==> src/rtl/std_pkg.sv <==
package std_pkg;
  localparam int SLOTS = 16;
  localparam int SW = $clog2(SLOTS);
  localparam int CW = 22;

  localparam logic [3:0] OP_TICK   = 4'd0;
  localparam logic [3:0] OP_ATT_P  = 4'd1;
  localparam logic [3:0] OP_ATT_F  = 4'd2;
  localparam logic [3:0] OP_TRIG   = 4'd3;
  localparam logic [3:0] OP_ONE    = 4'd4;
  localparam logic [3:0] OP_RATE   = 4'd5;
  localparam logic [3:0] OP_DET_S  = 4'd6;
  localparam logic [3:0] OP_DET_H  = 4'd7;
  localparam logic [3:0] OP_FIND   = 4'd8;
  localparam logic [3:0] OP_READ   = 4'd9;

  localparam logic [1:0] SK_FLAG = 2'd0;
  localparam logic [1:0] SK_PER  = 2'd1;
  localparam logic [1:0] SK_ONE  = 2'd2;

  localparam logic [1:0] RK_FIRE = 2'd0;
  localparam logic [1:0] RK_ANS  = 2'd1;
  localparam logic [1:0] RK_NONE = 2'd2;

  // one slot entry, minus the active bit
  typedef struct packed {
    logic [1:0]    kind;
    logic          flag;
    logic [CW-1:0] cnt;
    logic [19:0]   reload;
    logic [15:0]   handler;
    logic [31:0]   data;
  } entry_t;

  typedef struct packed {
    logic          we;
    logic [SW-1:0] waddr;
    entry_t        wdata;
    logic [SW-1:0] raddr;
  } mem_req_t;
endpackage

==> src/rtl/slot_timer_event_dispatcher.sv <==
// Slot timer event dispatcher: a table of SLOTS event slots (flag, periodic
// or one-shot timer), each with a handler id and a user data word.
// Command channel: a word is taken at a clock edge where start is high and
// busy is low. Results leave on the result ports for one cycle each with
// valid high; last marks the final result of a command. The receiver cannot
// stall the block, so there is no backpressure path.
// Walk: every command walks the slot memory one slot per cycle (each slot is
// read, then modified and written back in the cycle after). busy stays high
// until the walk is over, so no new word is taken before the previous
// command's walk has ended.
// Tick fires are held one stage so that last can mark the final one.
// Answers and the empty-tick result come after the walk.
// Reset clears the active bits and the control state; slots never written
// read their timer fields as zero through per-slot written bits, so no
// clearing pass is needed. Handler and data are undefined until attached.
// Detach by handler and find stop at the first match; attach takes the
// first free slot, both decided during the walk.
module slot_timer_event_dispatcher import std_pkg::*; (
  input  logic        clk,
  input  logic        rst,
  input  logic        start,
  output logic        busy,
  input  logic [3:0]  operation,
  input  logic [3:0]  slot,
  input  logic [15:0] handler_id,
  input  logic [31:0] user_data,
  input  logic [19:0] period_ms,
  input  logic [15:0] elapsed_ms,
  output logic        valid,
  output logic [1:0]  kind,
  output logic [3:0]  slot_out,
  output logic        found,
  output logic [15:0] handler_out,
  output logic [31:0] data_out,
  output logic        last
);
  // most negative countdown value, one bit wider than the counter
  localparam logic signed [CW:0] CNT_MIN = {2'b11, {(CW-1){1'b0}}};

  logic [SLOTS-1:0] active, wrt;
  logic [3:0]  op;
  logic [3:0]  s_in;
  logic [15:0] h_in;
  logic [31:0] d_in;
  logic [19:0] iv_in;
  logic [15:0] el_in;
  logic [SW:0] rcnt;          // read address counter
  logic        pv;            // entry at paddr readable this cycle
  logic [SW-1:0] paddr;
  logic        done_flag;     // first-match already taken
  logic [SW-1:0] res_slot;
  logic        res_found;
  logic [31:0] res_data;
  logic        fin;
  logic        fin_d;         // walk over, final result goes out
  // held fire, released by the next fire or at walk end
  logic        hv;
  logic [SW-1:0] hs;
  logic [15:0] hh;
  logic [31:0] hd;

  mem_req_t req;
  entry_t   rd, e, w;

  logic ok;
  logic hit_sel, fire, tick_fire;
  logic signed [CW:0] dec;
  logic signed [CW-1:0] csat;
  logic act_next, wr_en, match, take_free, find_hit;

  std_slot_ram u_ram (.clk(clk), .req(req), .rdata(rd));

  // fields of an entry never written read as zero timer state
  always_comb begin
    e = rd;
    if (!wrt[paddr]) begin
      e.kind = SK_FLAG; e.flag = 1'b0; e.cnt = '0; e.reload = '0;
    end
  end

  assign ok = (int'(s_in) < SLOTS);
  assign hit_sel = ok && (paddr == SW'(s_in));
  assign match = active[paddr] && (e.handler == h_in);
  assign take_free = (op == OP_ATT_P || op == OP_ATT_F) && !done_flag && !active[paddr];
  assign find_hit = (op == OP_FIND) && !done_flag && match && ok && (paddr >= SW'(s_in));
  assign tick_fire = pv && (op == OP_TICK) && fire;

  always_comb begin
    w = e; wr_en = 1'b0; fire = 1'b0; act_next = active[paddr];
    dec = $signed({e.cnt[CW-1], e.cnt}) - $signed((CW+1)'(el_in));
    csat = (dec < CNT_MIN) ? CNT_MIN[CW-1:0] : dec[CW-1:0];
    case (op)
      OP_TICK: if (active[paddr]) begin
        if (e.kind == SK_FLAG) begin
          if (e.flag) begin fire = 1'b1; w.flag = 1'b0; wr_en = 1'b1; end
        end else if (e.kind == SK_PER || e.kind == SK_ONE) begin
          wr_en = 1'b1; w.cnt = csat;
          if (csat <= 0) begin
            fire = 1'b1;
            if (e.kind == SK_ONE) begin w.kind = SK_FLAG; w.flag = 1'b0; end
            else w.cnt = csat + $signed({2'b00, e.reload});
          end
        end
      end
      OP_ATT_P, OP_ATT_F: if (take_free) begin
        wr_en = 1'b1; act_next = 1'b1;
        w.kind = (op == OP_ATT_P) ? SK_PER : SK_FLAG;
        w.handler = h_in; w.data = d_in; w.flag = 1'b0;
        if (op == OP_ATT_P) begin w.cnt = CW'(iv_in); w.reload = iv_in; end
      end
      OP_TRIG: if (hit_sel) begin wr_en = 1'b1; w.flag = 1'b1; end
      OP_ONE: if (hit_sel) begin
        wr_en = 1'b1; w.kind = SK_ONE; w.cnt = CW'(iv_in); w.reload = iv_in;
      end
      OP_RATE: if (hit_sel) begin
        wr_en = 1'b1; w.cnt = CW'(iv_in); w.reload = iv_in;
      end
      OP_DET_S: if (hit_sel) act_next = 1'b0;
      OP_DET_H: if (!done_flag && match) act_next = 1'b0;
      default: ;
    endcase
  end

  always_comb begin
    req.we = pv && wr_en;
    req.waddr = paddr;
    req.wdata = w;
    req.raddr = rcnt[SW-1:0];
  end

  assign fin = pv && (paddr == SW'(SLOTS-1));

  always_ff @(posedge clk) begin
    if (rst) begin
      busy <= 1'b0; active <= '0; wrt <= '0; pv <= 1'b0; rcnt <= '0;
      fin_d <= 1'b0;
    end else begin
      fin_d <= fin;
      if (start && !busy) begin
        busy <= 1'b1; rcnt <= '0; op <= operation; s_in <= slot;
        h_in <= handler_id; d_in <= user_data; iv_in <= period_ms;
        el_in <= elapsed_ms; done_flag <= 1'b0;
        res_slot <= '0; res_found <= 1'b0; res_data <= '0;
        pv <= 1'b0;
      end else if (busy) begin
        pv <= (rcnt < (SW+1)'(SLOTS));
        paddr <= rcnt[SW-1:0];
        if (rcnt < (SW+1)'(SLOTS)) rcnt <= rcnt + 1'b1;
        if (fin) busy <= 1'b0;
        if (pv) begin
          active[paddr] <= act_next;
          if (wr_en) wrt[paddr] <= 1'b1;
          if (take_free) begin
            done_flag <= 1'b1; res_slot <= paddr; res_found <= 1'b1;
          end
          if (op == OP_DET_H && !done_flag && match) done_flag <= 1'b1;
          if (find_hit) begin
            done_flag <= 1'b1; res_slot <= paddr; res_found <= 1'b1;
          end
          if (op == OP_READ && hit_sel) res_data <= e.data;
        end
      end
    end
  end

  // a new fire pushes out the held one with last low
  always_ff @(posedge clk) begin
    if (rst) begin
      hv <= 1'b0; valid <= 1'b0;
    end else begin
      valid <= (tick_fire && hv) || fin_d;
      if (tick_fire) hv <= 1'b1;
      else if (fin_d) hv <= 1'b0;
    end
    if (tick_fire) begin
      hs <= paddr; hh <= e.handler; hd <= e.data;
    end
  end

  always_ff @(posedge clk) begin
    if (fin_d && op != OP_TICK) begin
      kind <= RK_ANS; slot_out <= 4'(res_slot); found <= res_found;
      handler_out <= '0; data_out <= res_data; last <= 1'b1;
    end else if (fin_d && !hv) begin
      kind <= RK_NONE; slot_out <= '0; found <= 1'b0;
      handler_out <= '0; data_out <= '0; last <= 1'b1;
    end else begin
      kind <= RK_FIRE; slot_out <= 4'(hs); found <= 1'b0;
      handler_out <= hh; data_out <= hd; last <= fin_d;
    end
  end

`ifndef SYNTH
  a_busy_start: assert property (@(posedge clk) disable iff (rst)
    (start && !busy) |=> busy) else $error("command not taken");
  a_walk_busy: assert property (@(posedge clk) disable iff (rst)
    pv |-> busy) else $error("walk outside a command");
  a_end_result: assert property (@(posedge clk) disable iff (rst)
    fin_d |=> valid) else $error("no result at walk end");
  a_none_last: assert property (@(posedge clk) disable iff (rst)
    (valid && kind == RK_NONE) |-> last) else $error("empty tick not last");
`endif
endmodule

==> src/rtl/std_slot_ram.sv <==
module std_slot_ram import std_pkg::*; (
  input  logic     clk,
  input  mem_req_t req,
  output entry_t   rdata
);
  entry_t mem [SLOTS];

  always_ff @(posedge clk) begin
    if (req.we) mem[req.waddr] <= req.wdata;
    rdata <= mem[req.raddr];
  end
endmodule
==> config.mk <==
export PLATFORM = sky130hd
export DESIGN_NAME = slot_timer_event_dispatcher
export DESIGN_NICKNAME = d
export VERILOG_FILES = /design/src/rtl/std_pkg.sv /design/src/rtl/slot_timer_event_dispatcher.sv /design/src/rtl/std_slot_ram.sv
export SDC_FILE = /design/constraint.sdc
export NUM_CORES = 2
export LEC_CHECK = 0
export ABC_AREA = 1
export ABC_CLOCK_PERIOD_IN_PS = 17500
export BUFFER_PORTS_ARGS = -buffer_cell sky130_fd_sc_hd__buf_2
export CAP_MARGIN = 20
export CORE_AREA = 2 2 371 373
export CTS_CLUSTER_DIAMETER = 50
export DETAILED_ROUTE_END_ITERATION = 6
export DIE_AREA = 0 0 373 375
export PLACE_DENSITY = 0.71
export SYNTH_ARGS = -nofsm -noshare
export SYNTH_HDL_FRONTEND = slang
export SYNTH_SLANG_ARGS = --single-unit
==> constraint.sdc <==
create_clock -name clk -period 17.5 [get_ports clk]
set_input_delay 4.375 -clock clk [delete_from_list [all_inputs] [get_ports clk]]
set_output_delay 4.375 -clock clk [all_outputs]
set_load 0.02 [all_outputs]
==> results.toml <==
[clocking]
post_cts_buffers = 0
cts_tree = "done"
cts_buffers = 190
clk_latency_ps = 850
clk_pin_slew_ps = 60
clockBufferDepth = 3
post_cts_resized = 0
cts-root-buf = "clkbuf_16"
cts.sinks = 1865
cts_hold_buffers = 0
h-tree-depth = 4

[synthesis]
yosys.area.top_type = "edfxtp_1"
synth.most_common_cell = "edfxtp_1"
ys.warnings.count = 0
yosys.cell_types.count = 54
synthArstFlopShare_pct = 0
synth_edf_count = 1674
synth_commonest_cells = "1674 x edfxtp_1, 982 x nor2_1, 686 x nand2_1, 546 x o21ai_0, 307 x clkbuf_1"
netlist_area_sq_um = 74300
syn_nets = 5993
synth-main-ff-cell = "edfxtp_1"
synth_seq_cells = 1865
synth_area_leaders = "edfxtp_1 68%, dfxtp_1 5.1%, nor2_1 5.0%"
ys_seq_area_share_pct = 72.8
synth_top_area_share_pct = 67.7
syn_area_per_cell_sq_um = 12.7
synthCells = 5853

[setup_path]
cp.required_ps = 17970
cp-end-kind = "flip-flop"
max_stage_delay_ps = 790
crit_path_start_kind = "flip-flop"
reg2reg_depth = 45
cpMaxStageDelayCell = "a21oi_1"
cpMostUsedCell = "nand2_1"
critPathTopFamily = "simple AND/OR/NAND/NOR gates"
worst-path-buf-inv = 7
worst-path-max-fanout = 28
criticalPathCategory = "flip-flop to flip-flop"
arrival_ps = 8640
cp.depth = 45

[sta]
setup-violations-final = 0
finalSetupTns_ps = 0
worst_pin_slew_ps = 1120
slew_violations = 0
finalHoldViolations = 0
hold_slack_ps = 425
skew_ps = 38.9
maxSlewHeadroom_pct = 25.3
max_freq_mhz = 122
rsz0062_at_grt = "no"
setup_slack_ps = 9330
finalCritPeriodShare_pct = 46.7
min_period_ps = 8170

[global_route]
globalRoute.busiestLayer = "met2"
grt_use_met2_pct = 44.0
grtUsageMet3_pct = 3.92
grt_pass1_wl_um = 283000
gr-usage-all-layers_pct = 26.8
gr-total-overflow = 0
use_met1_pct = 36.5
grt_max_degree = 124
antenna_found_initial = 1
grt_pass1_vias = 46070

[drt]
dr.pass1.iters = 7
routed_wl_um = 191000
drtIter0Drc = 5994
via_per_inst = 6.06
post-route-drc-count = 0
post_drt_wl_per_cell_um = 24.1
vias = 48207
ant_nets = 0

[layout]
fin_cells = 7957
nFillCells = 10137
final_area_sq_um = 83700
multi_input_area_sq_um = 17900
drive_above_1_share_pct = 10.6
regArea_sq_um = 54100
nets = 6134
syn_to_final_growth_pct = 12.7

[power]
p_per_area_nw_per_um2 = 111
combPwrFrac_pct = 3.3
internal_power_mw = 7.31
power_frac_clock_pct = 43.9
max-vdd-ir-drop_mv = 0.0952
seqPwrFrac_pct = 52.8
p_sw_share_pct = 21.0
power.switching_mw = 1.94
leakage_nw = 28.1

[die]
dieArea_sq_um = 140000
initial_core_util_pct = 54.5
die_y_um = 375
io_pins = 153
num_rows = 136
dieWidth_um = 373
core_region_area_sq_um = 136000

[placement]
hpwl_um = 102000
post-place-ws_ps = 9440
io_buffers = 152
dpl.cell_count = 7590
place.gp.congestion = 0.926
dpl-instance-area_sq_um = 77200

[worst_hold_path]
worstHoldPathType = "flip-flop to flip-flop"
holdPathStages = 0

[run_status]
outcome = "finished, final reports clean"

[flow_run]
drv_cap = 0
[registers in the layout, indices dropped and copies added, names as in the netlist, 20 cells and up]
| signal | flops |
|---|---|
| res_data | 32 |
| hd | 32 |
| u_ram.mem | 1488 |
| data_out | 32 |
| u_ram.rdata | 93 |
| iv_in | 20 |
| d_in | 32 |
[cell usage in the layout (no fill, tap or decap), types with 20 or more instances in the layout]
cell       instances
a21oi_1          118
dfxtp_1          188
buf_2            152
mux2i_1          153
o32ai_1          219
nand3_1          246
clkbuf_16        194
clkinv_2          21
nor2_4            20
o211ai_1          50
buf_4            149
inv_1            268
ha_1              43
o21ai_0          542
clkbuf_1          62
nor2_1           961
o221ai_1         153
edfxtp_1        1674
xor2_1            24
clkinv_1          20
nand2_1          686
[per-stage QoR]
stage          utilization [%]  total power, mW
6_report                  61.4             9.25
5_1_grt                   61.4             9.49
4_1_cts                   61.3             9.29
3_5_place_dp              56.6             5.28
3_3_place_gp              56.6             5.27
2_1_floorplan                -             5.17
[metal layers]
layer	up-vias	wire [um]
met2	2326	92600
met3	393	16100
li1	21641	-
met4	2	6260
met1	23845	76400
met5	-	8
[kinds of logic after synthesis]
| logic type | Yosys count | share of synthesized area [%] |
|---|---|---|
| xor gates and xnor gates | 36 | 0.425 |
| muxes | 153 | 2.06 |
| buffers and inverters | 638 | 3.30 |
| adders and majority gates | 45 | 0.778 |
| and+or+nand+nor | 1968 | 10.6 |
| AOI/OAI and AO/OA | 1148 | 9.97 |
| DFF | 1865 | 72.8 |
[final cells by class]
type	count	area share [%]
Sequential cell	1865	64.7
Inverter	282	1.28
Timing Repair Buffer	305	2.33
Clock buffer	275	6.39
Clock inverter	84	1.25
Multi-Input combinational cell	3350	21.4
Tap cell	1794	2.68
Antenna cell	2	0.00598
[power by group through the flow]
stage / clock (mW) / sequential [mW] / combinational [mW]
5_1_grt: 4.27 / 4.88 / 0.335
3_3_place_gp: 0 / 4.98 / 0.293
6_report: 4.06 / 4.88 / 0.305
3_5_place_dp: 0 / 4.98 / 0.300
4_1_cts: 4.11 / 4.88 / 0.303
2_1_floorplan: 0 / 4.97 / 0.206
[path summary, 6_finish.rpt]
path / startpoint / endpoint / slack, ps
worst min register to register: u_ram.rdata[4] / hd[4] / 430
worst min-delay path: u_ram.rdata[4] / hd[4] / 430
worst max-delay path: paddr[0] / u_ram.mem[7][85] / 9330
worst max register to register: paddr[0] / u_ram.mem[7][85] / 9330
[worst register-to-register path: cells and delay by family, from the launching register on]
family	cells	cell delay, ps
xor gates and xnor gates	1	100
and+or+nand+nor	26	2610
adders and majority gates	2	640
DFF	1	580
AOI/OAI and AO/OA	9	2410
buffers and inverters	7	1460
Power figures use the tool's default switching activity.
